<file path="config.mk">
export PLATFORM = sky130hd
export DESIGN_NAME = ultrasonic_echo_ranger
export DESIGN_NICKNAME = d
export VERILOG_FILES = /design/src/rtl/core/uer_pkg.sv /design/src/rtl/core/ultrasonic_echo_ranger.sv
export VERILOG_INCLUDE_DIRS = /design/src /design/src/rtl/core
export SDC_FILE = /design/constraint.sdc
export NUM_CORES = 1
export LEC_CHECK = 0
export BUFFER_PORTS_ARGS = -buffer_cell sky130_fd_sc_hd__buf_4
export CAP_MARGIN = 25
export CORE_MARGIN = 4
export CORE_UTILIZATION = 25
export DETAILED_ROUTE_END_ITERATION = 10
export GPL_ROUTABILITY_DRIVEN = 0
export HOLD_SLACK_MARGIN = 0.02
export SLEW_MARGIN = 10
export SYNTH_ARGS = -nofsm -noshare
export SYNTH_HDL_FRONTEND = slang
export SYNTH_SLANG_ARGS = --single-unit
</file>
<file path="constraint.sdc">
create_clock -name i_clk -period 10.6 [get_ports i_clk]
set_input_delay 2.65 -clock i_clk [delete_from_list [all_inputs] [get_ports i_clk]]
set_output_delay 2.65 -clock i_clk [all_outputs]
set_load 0.02 [all_outputs]
</file>
<file path="src/rtl/core/assert_macros.svh">
// ----------------------------------------------------------------------------
// assert_macros.svh
// Concurrent assertion helpers. Compiled out when SYNTH is defined.
// ----------------------------------------------------------------------------
`ifndef ASSERT_MACROS_SVH
`define ASSERT_MACROS_SVH

`ifndef SYNTH

// same-cycle implication
`define ASSERT_IMP(lbl, clk, rstn, ante, cons) \
    lbl: assert property (@(posedge clk) disable iff (!(rstn)) (ante) |-> (cons)) \
        else $error("assertion failed");

// next-cycle implication
`define ASSERT_NXT(lbl, clk, rstn, ante, cons) \
    lbl: assert property (@(posedge clk) disable iff (!(rstn)) (ante) |=> (cons)) \
        else $error("assertion failed");

`else

`define ASSERT_IMP(lbl, clk, rstn, ante, cons)
`define ASSERT_NXT(lbl, clk, rstn, ante, cons)

`endif

`endif

</file>
<file path="src/rtl/core/uer_pkg.sv">
`timescale 1ns / 1ps
// ----------------------------------------------------------------------------
// uer_pkg
// Types and constants for the ultrasonic echo ranger.
// ----------------------------------------------------------------------------
package uer_pkg;

    localparam logic [15:0] TRIG_US      = 16'd10;     // trigger high/low length
    localparam logic [10:0] TICK_Q8_NUM  = 11'd1124;   // 0.0343/2 cm per tick, Q16
    localparam logic [17:0] DIST_MAX     = 18'd131840;

    localparam logic [15:0] TIMEOUT_RST  = 16'd30000;
    localparam logic [17:0] WARN_THR_RST = 18'd2560;
    localparam logic [19:0] WARN_HOLD_RST = 20'd500000;

    // configuration register indexes
    localparam logic [1:0] CFG_TIMEOUT   = 2'd0;
    localparam logic [1:0] CFG_WARN_THR  = 2'd1;
    localparam logic [1:0] CFG_WARN_HOLD = 2'd2;

    typedef struct packed {
        logic cmd;
        logic echo_level;
    } t_in;

    typedef struct packed {
        logic        trig_level;
        logic        warning_level;
        logic        busy_res;
        logic        done_res;
        logic        timed_out;
        logic [17:0] distance_q8;
    } t_out;

endpackage

</file>
<file path="src/rtl/core/ultrasonic_echo_ranger.sv">
`timescale 1ns / 1ps
// ----------------------------------------------------------------------------
// ultrasonic_echo_ranger
// Trigger/echo ranging controller with proximity warning, one tick per item.
//
//   channel  direction  handshake              payload
//   in       sink       i_in_valid/o_in_stall  t_in  (cmd, echo_level)
//   out      source     o_out_valid/i_out_stall t_out (levels, done, distance)
//   cfg      sink       i_cfg_valid/o_cfg_ready index 2b, data 20b
//
// One item per cycle sustained while the output does not stall; an item passes the
// input register, then the single-pass state update into the result register (one 16x11 multiply).
// Synchronous active-low reset clears phase, counters, warning and valids;
// config registers reset to their defaults. An output stall holds the result
// register; the input register still takes an item when the result moves.
// ----------------------------------------------------------------------------
`include "assert_macros.svh"

module ultrasonic_echo_ranger
    import uer_pkg::*;
(
    input  logic        i_clk,
    input  logic        i_rst_n,
    input  logic        i_in_valid,
    output logic        o_in_stall,
    input  t_in         i_in_data,
    output logic        o_out_valid,
    input  logic        i_out_stall,
    output t_out        o_out_data,
    input  logic        i_cfg_valid,
    output logic        o_cfg_ready,
    input  logic [1:0]  i_cfg_index,
    input  logic [19:0] i_cfg_data
);

    typedef enum logic [2:0] {
        PH_IDLE,
        PH_TRIG_HIGH,
        PH_TRIG_LOW,
        PH_WAIT_RISE,
        PH_TIME_HIGH
    } t_phase;

    logic [15:0] r_timeout;
    logic [17:0] r_warn_thr;
    logic [19:0] r_warn_hold;

    logic        r_in_valid;
    t_in         r_in;
    logic        r_out_valid;
    t_out        r_out;

    t_phase      r_phase,   n_phase;
    logic [15:0] r_elapsed, n_elapsed;
    logic [19:0] r_hold,    n_hold;
    logic        r_warn,    n_warn;
    t_out        n_out;

    logic        w_adv;
    logic [15:0] w_base;
    logic [15:0] w_inc;
    logic [26:0] w_prod;
    logic [18:0] w_scaled;
    logic [17:0] w_dist;

    assign w_adv       = r_in_valid && (!r_out_valid || !i_out_stall);
    assign o_in_stall  = r_in_valid && !w_adv;
    assign o_out_valid = r_out_valid;
    assign o_out_data  = r_out;
    assign o_cfg_ready = 1'b1;

    // end of trigger-low already counts as the first rise wait tick
    assign w_base   = (r_phase == PH_TRIG_LOW) ? 16'd0 : r_elapsed;
    assign w_inc    = (w_base != 16'hFFFF) ? w_base + 16'd1 : w_base;
    assign w_prod   = {11'd0, r_elapsed} * {16'd0, TICK_Q8_NUM};
    assign w_scaled = w_prod[26:8];
    assign w_dist   = (w_scaled > {1'b0, DIST_MAX}) ? DIST_MAX : w_scaled[17:0];

    always_comb begin
        n_phase   = r_phase;
        n_elapsed = r_elapsed;
        n_hold    = r_hold;
        n_warn    = r_warn;
        n_out     = '0;

        if (r_warn) begin
            if (r_hold <= 20'd1) begin
                n_hold = '0;
                n_warn = 1'b0;
            end else begin
                n_hold = r_hold - 20'd1;
            end
        end

        case (r_phase)
            PH_IDLE: begin
                if (r_in.cmd) begin
                    n_phase          = PH_TRIG_HIGH;
                    n_elapsed        = 16'd1;
                    n_out.trig_level = 1'b1;
                end
            end
            PH_TRIG_HIGH: begin
                if (r_elapsed >= TRIG_US) begin
                    n_phase   = PH_TRIG_LOW;
                    n_elapsed = 16'd1;
                end else begin
                    n_elapsed        = r_elapsed + 16'd1;
                    n_out.trig_level = 1'b1;
                end
            end
            PH_TRIG_LOW, PH_WAIT_RISE: begin
                if (r_phase == PH_TRIG_LOW && r_elapsed < TRIG_US) begin
                    n_elapsed = r_elapsed + 16'd1;
                end else if (r_in.echo_level) begin
                    n_phase   = PH_TIME_HIGH;
                    n_elapsed = 16'd1;
                end else if (w_inc >= r_timeout) begin
                    n_phase         = PH_IDLE;
                    n_elapsed       = '0;
                    n_out.done_res  = 1'b1;
                    n_out.timed_out = 1'b1;
                end else begin
                    n_phase   = PH_WAIT_RISE;
                    n_elapsed = w_inc;
                end
            end
            PH_TIME_HIGH: begin
                if (!r_in.echo_level) begin
                    n_phase           = PH_IDLE;
                    n_elapsed         = '0;
                    n_out.done_res    = 1'b1;
                    n_out.distance_q8 = w_dist;
                    if (w_dist < r_warn_thr) begin
                        n_warn = 1'b1;
                        n_hold = r_warn_hold;
                    end
                end else if (w_inc >= r_timeout) begin
                    n_phase         = PH_IDLE;
                    n_elapsed       = '0;
                    n_out.done_res  = 1'b1;
                    n_out.timed_out = 1'b1;
                end else begin
                    n_elapsed = w_inc;
                end
            end
            default: begin
                n_phase   = PH_IDLE;
                n_elapsed = '0;
            end
        endcase

        n_out.warning_level = n_warn;
        n_out.busy_res      = (n_phase != PH_IDLE);
    end

    always_ff @(posedge i_clk) begin
        if (!i_rst_n) begin
            r_timeout   <= TIMEOUT_RST;
            r_warn_thr  <= WARN_THR_RST;
            r_warn_hold <= WARN_HOLD_RST;
        end else if (i_cfg_valid) begin
            case (i_cfg_index)
                CFG_TIMEOUT:   r_timeout   <= i_cfg_data[15:0];
                CFG_WARN_THR:  r_warn_thr  <= i_cfg_data[17:0];
                CFG_WARN_HOLD: r_warn_hold <= i_cfg_data;
                default: ;
            endcase
        end
    end

    always_ff @(posedge i_clk) begin
        if (!i_rst_n) begin
            r_in_valid <= 1'b0;
        end else if (!o_in_stall) begin
            r_in_valid <= i_in_valid;
        end
        if (!o_in_stall && i_in_valid) begin
            r_in <= i_in_data;
        end
    end

    always_ff @(posedge i_clk) begin
        if (!i_rst_n) begin
            r_phase     <= PH_IDLE;
            r_elapsed   <= '0;
            r_hold      <= '0;
            r_warn      <= 1'b0;
            r_out_valid <= 1'b0;
        end else begin
            if (w_adv) begin
                r_phase     <= n_phase;
                r_elapsed   <= n_elapsed;
                r_hold      <= n_hold;
                r_warn      <= n_warn;
                r_out_valid <= 1'b1;
            end else if (!i_out_stall) begin
                r_out_valid <= 1'b0;
            end
        end
        if (w_adv) begin
            r_out <= n_out;
        end
    end

    `ASSERT_IMP(a_idle_clear, i_clk, i_rst_n, r_phase == PH_IDLE, r_elapsed == 16'd0)
    `ASSERT_IMP(a_warn_hold, i_clk, i_rst_n, !r_warn, r_hold == 20'd0)
    `ASSERT_IMP(a_done_idle, i_clk, i_rst_n, r_out_valid && r_out.done_res, !r_out.busy_res)
    `ASSERT_IMP(a_tmo_done, i_clk, i_rst_n, r_out_valid && r_out.timed_out, r_out.done_res && r_out.distance_q8 == 18'd0)
    `ASSERT_NXT(a_trig_busy, i_clk, i_rst_n, w_adv && n_out.trig_level, r_phase == PH_TRIG_HIGH)

endmodule

</file>
==> results by group, run 1 <==
Run status
  – Outcome: complete, no violations

Worst setup path
  – Crit path DAT: 8.12 ns
  – CP Class: reg -> reg
  – CP delay by family, top: adder cells
  – Crit Path Max Fanout: 23
  – Most used cell, CP: ha_1
  – Critical path capture point type: register
  – CP max-delay cell: dfxtp_1
  – Buffers & Inverters on Critical Path: 5
  – Worst path required time: 10.92 ns
  – Startpoint Class: register
  – CP max stage delay: 0.62 ns

Synth
  – #FFs+latches synth: 121
  – Synth async-reset ratio: 0
  – Unique masters post-synth: 95
  – Post-synth EDFFs: 25
  – Sequential area share after synthesis: 0.2724
  – Syn. warnings: 0
  – Post-Syn Area: 9811 sq um
  – Ys flop type: dfxtp_1
  – Syn_nets: 1363
  – Cell count after synthesis: 1197
  – Mapped Avg Cell Area: 8.196 sq um

STA
  – Setup_tns: 0 ns
  – Period Utilization, post-route: 0.7354
  – Endpoints failing setup: 0
  – Actual slew at the worst max-slew pin: 0.8261 ns
  – Worst Skew: 0.01044 ns
  – Slew headroom: 0.4476
  – Fmax: 128.3 MHz
  – RSZ-0062 raised after global routing: false
  – Final hold violation count: 0
  – Final max-slew violation count: 0
  – Minimum clock period: 7.795 ns

Clocking
  – Post-CTS sizing: 0
  – Hold buffer count at CTS: 0
  – # H-tree levels: 4
  – # clock sinks: 121
  – Clock buffer depth: 2
  – Number of post-CTS setup repair buffers: 0
  – Inserted Clock Buffers: 17
  – Clock root buffer: clkbuf_16
  – Skew-Pair Late Insertion Delay: 0.43 ns
  – CTS tree: built
  – Clock transition at path regs: 0.06 ns

Global route
  – Vias in the first global route: 8337
  – GRT Overall Usage: 0.1252
  – Overflow after GRT: 0
  – Initial antenna violation count: 0
  – Largest net degree at the start of global routing: 55
  – First-pass GRT wire length: 42920 microns

Job
  – Maxcap violations: 0

Detailed routing
  – Via density: 4.923
  – Via count: 8606
  – Antenna viol nets, final: 0
  – Final wirelength: 26800 microns
  – Drt drc: 0
  – Drt wl/cell: 15.33 microns
  – 1st-pass router iterations: 5
  – Drt first-iter violations: 547

Power
  – Total chip power: 1.231 mW
  – Leakage dissipation: 4.853 nW
  – Power per standard cell area: 109.8 nW/um^2
  – Max VDD drop: 0.07020 mV

Cells and area
  – Layout cell share with drive strength beyond 1: 0.1195
  – Leading cell types in the layout, fill and taps excluded: nand2_1, inv_1, ha_1
  – ANT cells: 0
  – Commonest non-fill, non-tap cell in the layout: nand2_1
  – # nets final: 1383
  – Area grow syn2layout: 14.22%

Floorplan
  – Vert. Die Dim: 206.1 microns
  – Core Box Area: 38740 sq um
  – Die W: 206.1 microns
  – Row count: 72
  – Initial core utilization: 0.2533
  – Die area: 42480 sq um
  – Ports: 55

Placed design
  – Hpwl dp: 20460 microns
  – PortBufs: 53

Hold path
  – Hold Crit Class: reg -> reg
## tightest hold or removal path, delay by kind of cell, from the launching register on
| kind | cells | cell delay, ns |
|---|---|---|
| flip-flops | 1 | 0.30 |
| AND/OR/NAND/NOR | 1 | 0.05 |
| AO/OA/AOI/OAI | 1 | 0.05 |
## synthesized netlist by cell type (13+ instances only)
| library cell | number | share of area |
|---|---|---|
| a21o_1 | 13 | 0.0099 |
| a21oi_1 | 99 | 0.051 |
| clkbuf_1 | 37 | 0.014 |
| dfxtp_1 | 96 | 0.20 |
| edfxtp_1 | 25 | 0.077 |
| fa_1 | 23 | 0.047 |
| ha_1 | 114 | 0.15 |
| inv_1 | 119 | 0.046 |
| mux2i_1 | 18 | 0.018 |
| nand2_1 | 167 | 0.064 |
| nand3_1 | 27 | 0.014 |
| nand4_1 | 14 | 0.0089 |
| nor2_1 | 85 | 0.033 |
| nor3_1 | 35 | 0.018 |
| o21ai_0 | 58 | 0.030 |
| xnor2_1 | 32 | 0.029 |
## area by class of cell
cell class	instances	area [sq um]
tap	518	648.1
multi-input combinational	894	6315
fill	4124	27530
sequential	121	2673
clock inverter	11	133.9
inverter	119	446.7
clock buffer	21	481.7
timing repair buffer	64	508.0
## through the flow
| step | std cells | util | hold slack (ns) | worst slack (ns) | area, sq um |
|---|---|---|---|---|---|
| after floorplan | 1197 | - | 0.4357 | 3.835 | 9811 |
| after global placement | 1714 | 0.2723 | 0.4439 | 2.276 | 10550 |
| after detailed placement | 1714 | 0.2723 | 0.4473 | 2.273 | 10550 |
| after CTS | 1746 | 0.2882 | 0.4550 | 2.256 | 11160 |
| after global routing | 1748 | 0.2893 | 0.4743 | 2.240 | 11210 |
| final | 1748 | 0.2893 | 0.4562 | 2.805 | 11210 |
## report_power, final
| group | internal [mW] | total (mW) | switching (mW) |
|---|---|---|---|
| registers | 0.487 | 0.501 | 0.0132 |
| logic | 0.0459 | 0.123 | 0.0769 |
| clock network | 0.375 | 0.607 | 0.232 |
| total | 0.909 | 1.23 | 0.322 |
## worst paths after layout
kind,end,startpoint,slack (ns),depth (start not counted)
worst min-delay path,r_warn_hold[6],r_warn_hold[6],0.46,2
worst max register to register,r_hold[10],r_elapsed[8],2.80,28
worst max-delay path,r_hold[10],r_elapsed[8],2.80,28
worst min register to register,r_warn_hold[6],r_warn_hold[6],0.46,2
## cell families after synthesis
kind of cell / share of synthesized area
other: 0.0003822
DFF: 0.2724
muxes: 0.01951
and+or+nand+nor: 0.2014
xor gates and xnor gates: 0.04170
adders and majority gates: 0.1923
AOI/OAI and AO/OA: 0.1879
buffers and inverters: 0.08443
## metal layers
metal | wire length [microns] | vias to the layer above | global-route usage
met2 | 13430 | 218 | 0.2230
met5 | 0 | - | 0
li1 | - | 4207 | -
met4 | 400 | 0 | 0.03470
met1 | 11650 | 4147 | 0.1527
met3 | 1315 | 34 | 0.02636
## state kept, by name (all words and copies together), names as in the netlist, 2 cells and up
register     flops
o_out_data      23
r_elapsed       16
r_hold          20
r_in             2
r_phase          3
r_timeout       16
r_warn_hold     20
r_warn_thr      18
No activity file was read; power rests on OpenSTA's default activity.
==> inputs of run 2 (changes only) <==
--- a/config.mk
+++ b/config.mk
@@ -6,6 +6,7 @@
 export SDC_FILE = /design/constraint.sdc
 export NUM_CORES = 1
 export LEC_CHECK = 0
+export ABC_AREA = 1
 export BUFFER_PORTS_ARGS = -buffer_cell sky130_fd_sc_hd__buf_4
 export CAP_MARGIN = 25
 export CORE_MARGIN = 4
==> constraint.sdc (replaced) <==
create_clock -name i_clk -period 8.1 [get_ports i_clk]
set_input_delay 2.025 -clock i_clk [delete_from_list [all_inputs] [get_ports i_clk]]
set_output_delay 2.025 -clock i_clk [all_outputs]
set_load 0.02 [all_outputs]
==> run 2 against run 1 <==
Sequential share of layout area decreased by 0.43 points; power increased by 32%; routed wire length increased by 2.6%; combinational power increased by 60%; worst hold slack got worse by 0.0032 ns; global-route usage increased by 0.10 points; worst setup slack got worse by 1.8 ns; first-iteration DRC count increased by 31%; largest power group unchanged; core utilization increased by 0.39 points; largest cell class unchanged; non-clock buffer count decreased by 6.
==> results by group, run 2 <==
Worst setup path
  – R2R Setup Slk: 1.03 ns (-1.78 ns)
  – Worst r2r src: r_elapsed[8]
  – Reg2Reg Capture Point: r_hold[12]
  – Crit path DAT: 7.41 ns (-0.71 ns)
  – Reg2Reg Depth: 34 (+21%)
  – Startpoint Class: register
  – Critical path capture point type: register
  – Crit Path Max Fanout: 28 (+22%)
  – CP Class: reg -> reg
  – Setup crit start: r_elapsed[8]
  – Worst path required time: 8.43 ns (-2.49 ns)
  – CP max-delay cell: dfxtp_1
  – CP max stage delay: 0.55 ns (-0.07 ns)
  – CP endpoint: r_hold[12]
  – Most used cell, CP: nand2_1

Floorplan
  – Die W: 207.1 microns (+0.47%)
  – Core Box Area: 38920 sq um (+0.46%)
  – Vert. Die Dim: 207.1 microns (+0.47%)
  – Initial core utilization: 0.2545 (+0.001271)
  – Row count: 72 (unchanged)
  – Die area: 42870 sq um (+0.93%)
  – Ports: 55 (unchanged)

STA
  – Fmax: 141.4 MHz (+10%)
  – Final hold violation count: 0 (unchanged)
  – Final max-slew violation count: 0 (unchanged)
  – Slew headroom: 0.4034 (-0.04426)
  – RSZ-0062 raised after global routing: false
  – Endpoints failing setup: 0 (unchanged)
  – Worst Skew: 0.01301 ns (+0.002577 ns)
  – Setup_tns: 0 ns (unchanged)
  – Period Utilization, post-route: 0.8734 (+0.1380)
  – Actual slew at the worst max-slew pin: 0.8924 ns (+0.06638 ns)
  – Minimum clock period: 7.074 ns (-0.7207 ns)

Run status
  – Outcome: complete, no violations

Global route
  – Vias in the first global route: 8748 (+4.9%)
  – Overflow after GRT: 0 (unchanged)
  – GRT Overall Usage: 0.1263 (+0.001012)
  – Largest net degree at the start of global routing: 56 (+1.8%)
  – First-pass GRT wire length: 45070 microns (+5.0%)
  – Initial antenna violation count: 0 (unchanged)

Power
  – Power per standard cell area: 142.7 nW/um^2 (+30%)
  – Switching share of power: 0.2764 (+0.01474)
  – Clock share of power: 0.477 (-0.016)
  – Combinational share of power: 0.121 (+0.021)
  – Share of power burned in registers: 0.402 (-0.005)
  – Leakage dissipation: 5.537 nW (+14%)
  – Internal Power: 1.178 mW (+30%)
  – Max VDD drop: 0.09943 mV (+42%)
  – NetSw: 0.4501 mW (+40%)

Placed design
  – Post-DP Area: 10810 sq um (+2.5%)
  – Hpwl dp: 21420 microns (+4.7%)
  – PortBufs: 53 (unchanged)

Clocking
  – # H-tree levels: 4 (unchanged)
  – CTS tree: built
  – Post-CTS sizing: 0 (unchanged)
  – Number of post-CTS setup repair buffers: 0 (unchanged)
  – Inserted Clock Buffers: 17 (unchanged)
  – Clock buffer depth: 2 (unchanged)
  – Hold buffer count at CTS: 0 (unchanged)
  – # clock sinks: 121 (unchanged)
  – Skew-Pair Late Insertion Delay: 0.43 ns (about the same)
  – Clock root buffer: clkbuf_16
  – Clock transition at path regs: 0.06 ns (about the same)

Synth
  – Syn_nets: 1589 (+17%)
  – Sequential area share after synthesis: 0.2698 (-0.002615)
  – Unique masters post-synth: 49 (-48%)
  – Mapped Avg Cell Area: 6.961 sq um (-15%)
  – Synth async-reset ratio: 0 (unchanged)
  – Count leader, synth: nand2_1
  – Post-Syn Area: 9906 sq um (+0.97%)
  – Cell count after synthesis: 1423 (+19%)
  – #FFs+latches synth: 121 (unchanged)
  – Post-synth EDFFs: 25 (unchanged)
  – Synth top area share: 0.1940 (-0.001880)
  – Ys flop type: dfxtp_1
  – Largest cells by area after synthesis: dfxtp_1, ha_1, nand2_1
  – Yosys top cell by area: dfxtp_1
  – Synth top cells by count: nand2_1, inv_1, a21oi_1, ha_1, nand3_1
  – Syn. warnings: 0 (unchanged)

Detailed routing
  – Final wirelength: 27490 microns (+2.6%)
  – Drt wl/cell: 13.80 microns (-10%)
  – Via count: 9194 (+6.8%)
  – Drt first-iter violations: 719 (+31%)
  – Drt drc: 0 (unchanged)
  – Via density: 4.615 (-6.3%)
  – 1st-pass router iterations: 5 (unchanged)
  – Antenna viol nets, final: 0 (unchanged)

Hold path
  – Hold Crit Class: reg -> reg

Cells and area
  – Layout cell share with drive strength beyond 1: 0.08412 (-0.03539)
  – Post-route design area: 11410 sq um (+1.8%)
  – Fillers: 4215 (+2.2%)
  – ANT cells: 0 (unchanged)
  – Max reg flops: 23 (unchanged)
  – Commonest non-fill, non-tap cell in the layout: nand2_1
  – Area grow syn2layout: 15.19%
  – # nets final: 1627 (+18%)
  – Leading cell types in the layout, fill and taps excluded: nand2_1, inv_1, a21oi_1

Job
  – Maxcap violations: 0 (unchanged)
[run 2: how the worst min path moves through the flow]
stage | start | endpoint | slack (ns) | cells after the start
detailed placement | r_warn_hold[0] | r_warn_hold[0] | 0.45 | 2
floorplan | r_warn_hold[0] | r_warn_hold[0] | 0.43 | 2
global route | r_warn_hold[0] | r_warn_hold[0] | 0.47 | 2
global placement | r_warn_hold[0] | r_warn_hold[0] | 0.44 | 2
CTS | r_warn_hold[0] | r_warn_hold[0] | 0.45 | 2
finish | r_warn_hold[0] | r_warn_hold[0] | 0.45 | 2
[run 2: metal layers]
metal | global-route usage | vias to the layer above | routed length [microns]
met5 | 0 | - | 0
met4 | 0.03830 | 0 | 504
met3 | 0.01831 | 33 | 1157
met2 | 0.2125 | 219 | 13130
met1 | 0.1682 | 4244 | 12700
li1 | - | 4698 | -
[run 2: logic make-up after synthesis]
kind of cell	after synthesis	synth area share
DFF	121	0.2698
buffers and inverters	311	0.1216
muxes	2	0.002273
other	1	0.0003786
AOI/OAI and AO/OA	241	0.1331
adders and majority gates	137	0.1905
xor gates and xnor gates	28	0.02476
and+or+nand+nor	582	0.2575
[run 2: area by class of cell]
class                   count  area [sq um]  share of cell area
multi-input cells         991          6036              0.5289
flip-flops and latches    121          2673              0.2342
inverters                 272          1021             0.08947
well taps                 518         648.1             0.05680
clock buffers              21         493.0             0.04320
repair buffers             58         435.4             0.03816
clock inverters            11         105.1            0.009211
[run 2: metrics by stage]
step / setup slack (ns) / hold WS (ns) / power, mW / instances / util
3_3_place_gp: 1.183 / 0.4411 / 0.8606 / 1960 / 0.2778
5_1_grt: 0.4098 / 0.4700 / 1.702 / 1992 / 0.2932
6_report: 1.026 / 0.4530 / 1.629 / 1992 / 0.2932
2_1_floorplan: 2.146 / 0.4301 / 0.8008 / 1423 / -
4_1_cts: 1.076 / 0.4548 / 1.647 / 1992 / 0.2932
3_5_place_dp: 1.098 / 0.4465 / 0.8641 / 1960 / 0.2778
[run 2: critical path, delay by kind of cell, from the launching register on]
family | cells | cell delay [ns]
flip-flops | 1 | 0.55
AO/OA/AOI/OAI | 8 | 1.28
adder cells (fa/ha/maj) | 6 | 2.36
AND/OR/NAND/NOR | 14 | 1.89
buffers and inverters | 6 | 0.88
[run 2: power by group through the flow]
stage / registers [mW] / clock network (mW) / logic, mW
4_1_cts: 0.654 / 0.795 / 0.197
3_5_place_dp: 0.668 / 0 / 0.196
2_1_floorplan: 0.669 / 0 / 0.132
6_report: 0.654 / 0.778 / 0.197
3_3_place_gp: 0.667 / 0 / 0.193
5_1_grt: 0.657 / 0.821 / 0.224
==> inputs of run 3 (changes only) <==
--- a/config.mk
+++ b/config.mk
@@ -6,14 +6,16 @@
 export SDC_FILE = /design/constraint.sdc
 export NUM_CORES = 1
 export LEC_CHECK = 0
-export ABC_AREA = 1
 export BUFFER_PORTS_ARGS = -buffer_cell sky130_fd_sc_hd__buf_4
 export CAP_MARGIN = 25
+export CELL_PAD_IN_SITES_DETAIL_PLACEMENT = 0
+export CELL_PAD_IN_SITES_GLOBAL_PLACEMENT = 1
 export CORE_MARGIN = 4
 export CORE_UTILIZATION = 25
 export DETAILED_ROUTE_END_ITERATION = 10
 export GPL_ROUTABILITY_DRIVEN = 0
 export HOLD_SLACK_MARGIN = 0.02
+export PLACE_DENSITY_LB_ADDON = 0.1
 export SLEW_MARGIN = 10
 export SYNTH_ARGS = -nofsm -noshare
 export SYNTH_HDL_FRONTEND = slang
==> constraint.sdc (replaced) <==
create_clock -name i_clk -period 9.1 [get_ports i_clk]
set_input_delay 2.275 -clock i_clk [delete_from_list [all_inputs] [get_ports i_clk]]
set_output_delay 2.275 -clock i_clk [all_outputs]
set_load 0.02 [all_outputs]
==> run 3 against run 2 <==
Via count is 9.3% lower; clock skew is 0.00085 ns higher; sequential power decreased by 11%; critical path depth shrank 5; flip-flop and latch count unchanged; routed wire length rose by 14%; non-clock buffer count up 6; combinational power down 26%; critical endpoint is now r_hold[2]; largest cell class unchanged; highest routed layer unchanged.
==> results by group, run 3 (same netlist as run 1, synthesis figures left out) <==
Run status
  – Outcome: complete, no violations

Power
  – Power per standard cell area: 128.0 nW/um^2 (-10%)
  – Max VDD drop: 0.09450 mV (-5.0%)
  – Leakage dissipation: 4.844 nW (-13%)
  – Total chip power: 1.430 mW (-12%)

Detailed routing
  – Via density: 4.772 (+3.4%)
  – 1st-pass router iterations: 5 (unchanged)
  – Drt drc: 0 (unchanged)
  – Drt first-iter violations: 346 (-52%)
  – Final wirelength: 31310 microns (+14%)
  – Via count: 8341 (-9.3%)
  – Drt wl/cell: 17.91 microns (+30%)
  – Antenna viol nets, final: 0 (unchanged)

Job
  – Maxcap violations: 0 (unchanged)

Clocking
  – Hold buffer count at CTS: 0 (unchanged)
  – Inserted Clock Buffers: 17 (unchanged)
  – # clock sinks: 121 (unchanged)
  – Clock root buffer: clkbuf_16
  – Clock buffer depth: 2 (unchanged)
  – Clock transition at path regs: 0.06 ns (about the same)
  – CTS tree: built
  – Number of post-CTS setup repair buffers: 0 (unchanged)
  – Post-CTS sizing: 0 (unchanged)
  – Skew-Pair Late Insertion Delay: 0.43 ns (about the same)
  – # H-tree levels: 4 (unchanged)

Worst setup path
  – CP Class: reg -> reg
  – Startpoint Class: register
  – CP max stage delay: 0.59 ns (+0.04 ns)
  – Critical path capture point type: register
  – Most used cell, CP: ha_1
  – Crit Path Max Fanout: 19 (-32%)
  – Worst path required time: 9.41 ns (+0.98 ns)
  – Crit path DAT: 8.19 ns (+0.78 ns)
  – CP max-delay cell: dfxtp_1

Floorplan
  – Initial core utilization: 0.2533 (-0.001271)
  – Die W: 206.1 microns (-0.46%)
  – Row count: 72 (unchanged)
  – Vert. Die Dim: 206.1 microns (-0.46%)
  – Core Box Area: 38740 sq um (-0.46%)
  – Die area: 42480 sq um (-0.93%)
  – Ports: 55 (unchanged)

Cells and area
  – Area grow syn2layout: 13.85%
  – Leading cell types in the layout, fill and taps excluded: nand2_1, inv_1, ha_1
  – Layout cell share with drive strength beyond 1: 0.1188 (+0.03467)
  – Commonest non-fill, non-tap cell in the layout: nand2_1
  – Utilization after layout: 0.2883 (-0.004870)
  – # nets final: 1383 (-15%)
  – Max reg flops: 23 (unchanged)
  – Fillers: 4277 (+1.5%)

Hold path
  – Hold Crit Class: reg -> reg

STA
  – Slew headroom: 0.3287 (-0.07471)
  – Endpoints failing setup: 0 (unchanged)
  – RSZ-0062 raised after global routing: false
  – Actual slew at the worst max-slew pin: 1.006 ns (+0.1135 ns)
  – Final hold violation count: 0 (unchanged)
  – Setup_tns: 0 ns (unchanged)
  – Period Utilization, post-route: 0.8661 (-0.007262)
  – Worst Skew: 0.01386 ns (+0.0008478 ns)
  – Minimum clock period: 7.882 ns (+0.8073 ns)
  – Fmax: 126.9 MHz (-10%)
  – Final max-slew violation count: 0 (unchanged)

Global route
  – GRT Overall Usage: 0.1488 (+0.02257)
  – First-pass GRT wire length: 48600 microns (+7.8%)
  – Overflow after GRT: 0 (unchanged)
  – Vias in the first global route: 8389 (-4.1%)
  – Largest net degree at the start of global routing: 60 (+7.1%)
  – Initial antenna violation count: 0 (unchanged)

Placed design
  – PortBufs: 53 (unchanged)
  – Hpwl dp: 24160 microns (+13%)
## run 3: cell count changes in the layout (fill, tap and decap cells not counted), sizes merged, moves of 9 or more
cell and change:
a21oi -17, inv -155, nand2 -152, a211oi +12, o22ai -9, xnor2 +27, nand3 -75, mux2i +18
xor2 -10, a21o +16, and3 +14
## run 3: worst max-delay path: cells and delay by family (launching register included)
kind | cells | cell delay, ns
simple gates | 5 | 0.65
xor+xnor | 1 | 0.42
buf+inv | 5 | 0.81
fa+ha+maj | 6 | 2.44
compound gates | 12 | 2.81
flops | 1 | 0.59
## run 3: report_power, final
part | switching (mW) | internal, mW
combinational | 0.0932 | 0.0524
sequential | 0.0155 | 0.568
clock | 0.261 | 0.440
## run 3: stage by stage
step / area [sq um] / worst slack [ns] / hold slack [ns] / cells
CTS: 11170 / 1.243 / 0.4561 / 1747
detailed placement: 10570 / 1.272 / 0.4482 / 1716
global placement: 10570 / 1.275 / 0.4453 / 1716
floorplan: 9811 / 2.335 / 0.4357 / 1197
global route: 11170 / 0.6370 / 0.4790 / 1747
finish: 11170 / 1.218 / 0.4523 / 1748
## run 3: layer usage
metal  share of wire  up-vias  wire length, microns  global-route usage
met5               0        -                     0                   0
li1                -     4217                     -                   -
met1            0.50     4018                 15560              0.2016
met4          0.0098        0                   306             0.03398
met3           0.024       17                   742             0.02197
met2            0.47       89                 14700              0.2511
## run 3: area by class of cell
class                      instances  area, sq um  area share
clock inverter                    11        147.6     0.01322
inverter                         119        446.7     0.03999
tap                              518        648.1     0.05803
antenna                            1        2.502   0.0002240
timing repair buffer              64        480.5     0.04302
clock buffer                      20        450.4     0.04033
sequential                       121         2673      0.2393
multi-input combinational        894         6321      0.5659
## run 3: worst paths after layout
check,start,to,slack (ns),cells after the start
setup reg to reg,r_elapsed[6],r_hold[2],1.22,29
hold / removal,r_warn_thr[13],r_warn_thr[13],0.45,2
hold reg to reg,r_warn_thr[13],r_warn_thr[13],0.45,2
setup / recovery,r_elapsed[6],r_hold[2],1.22,29
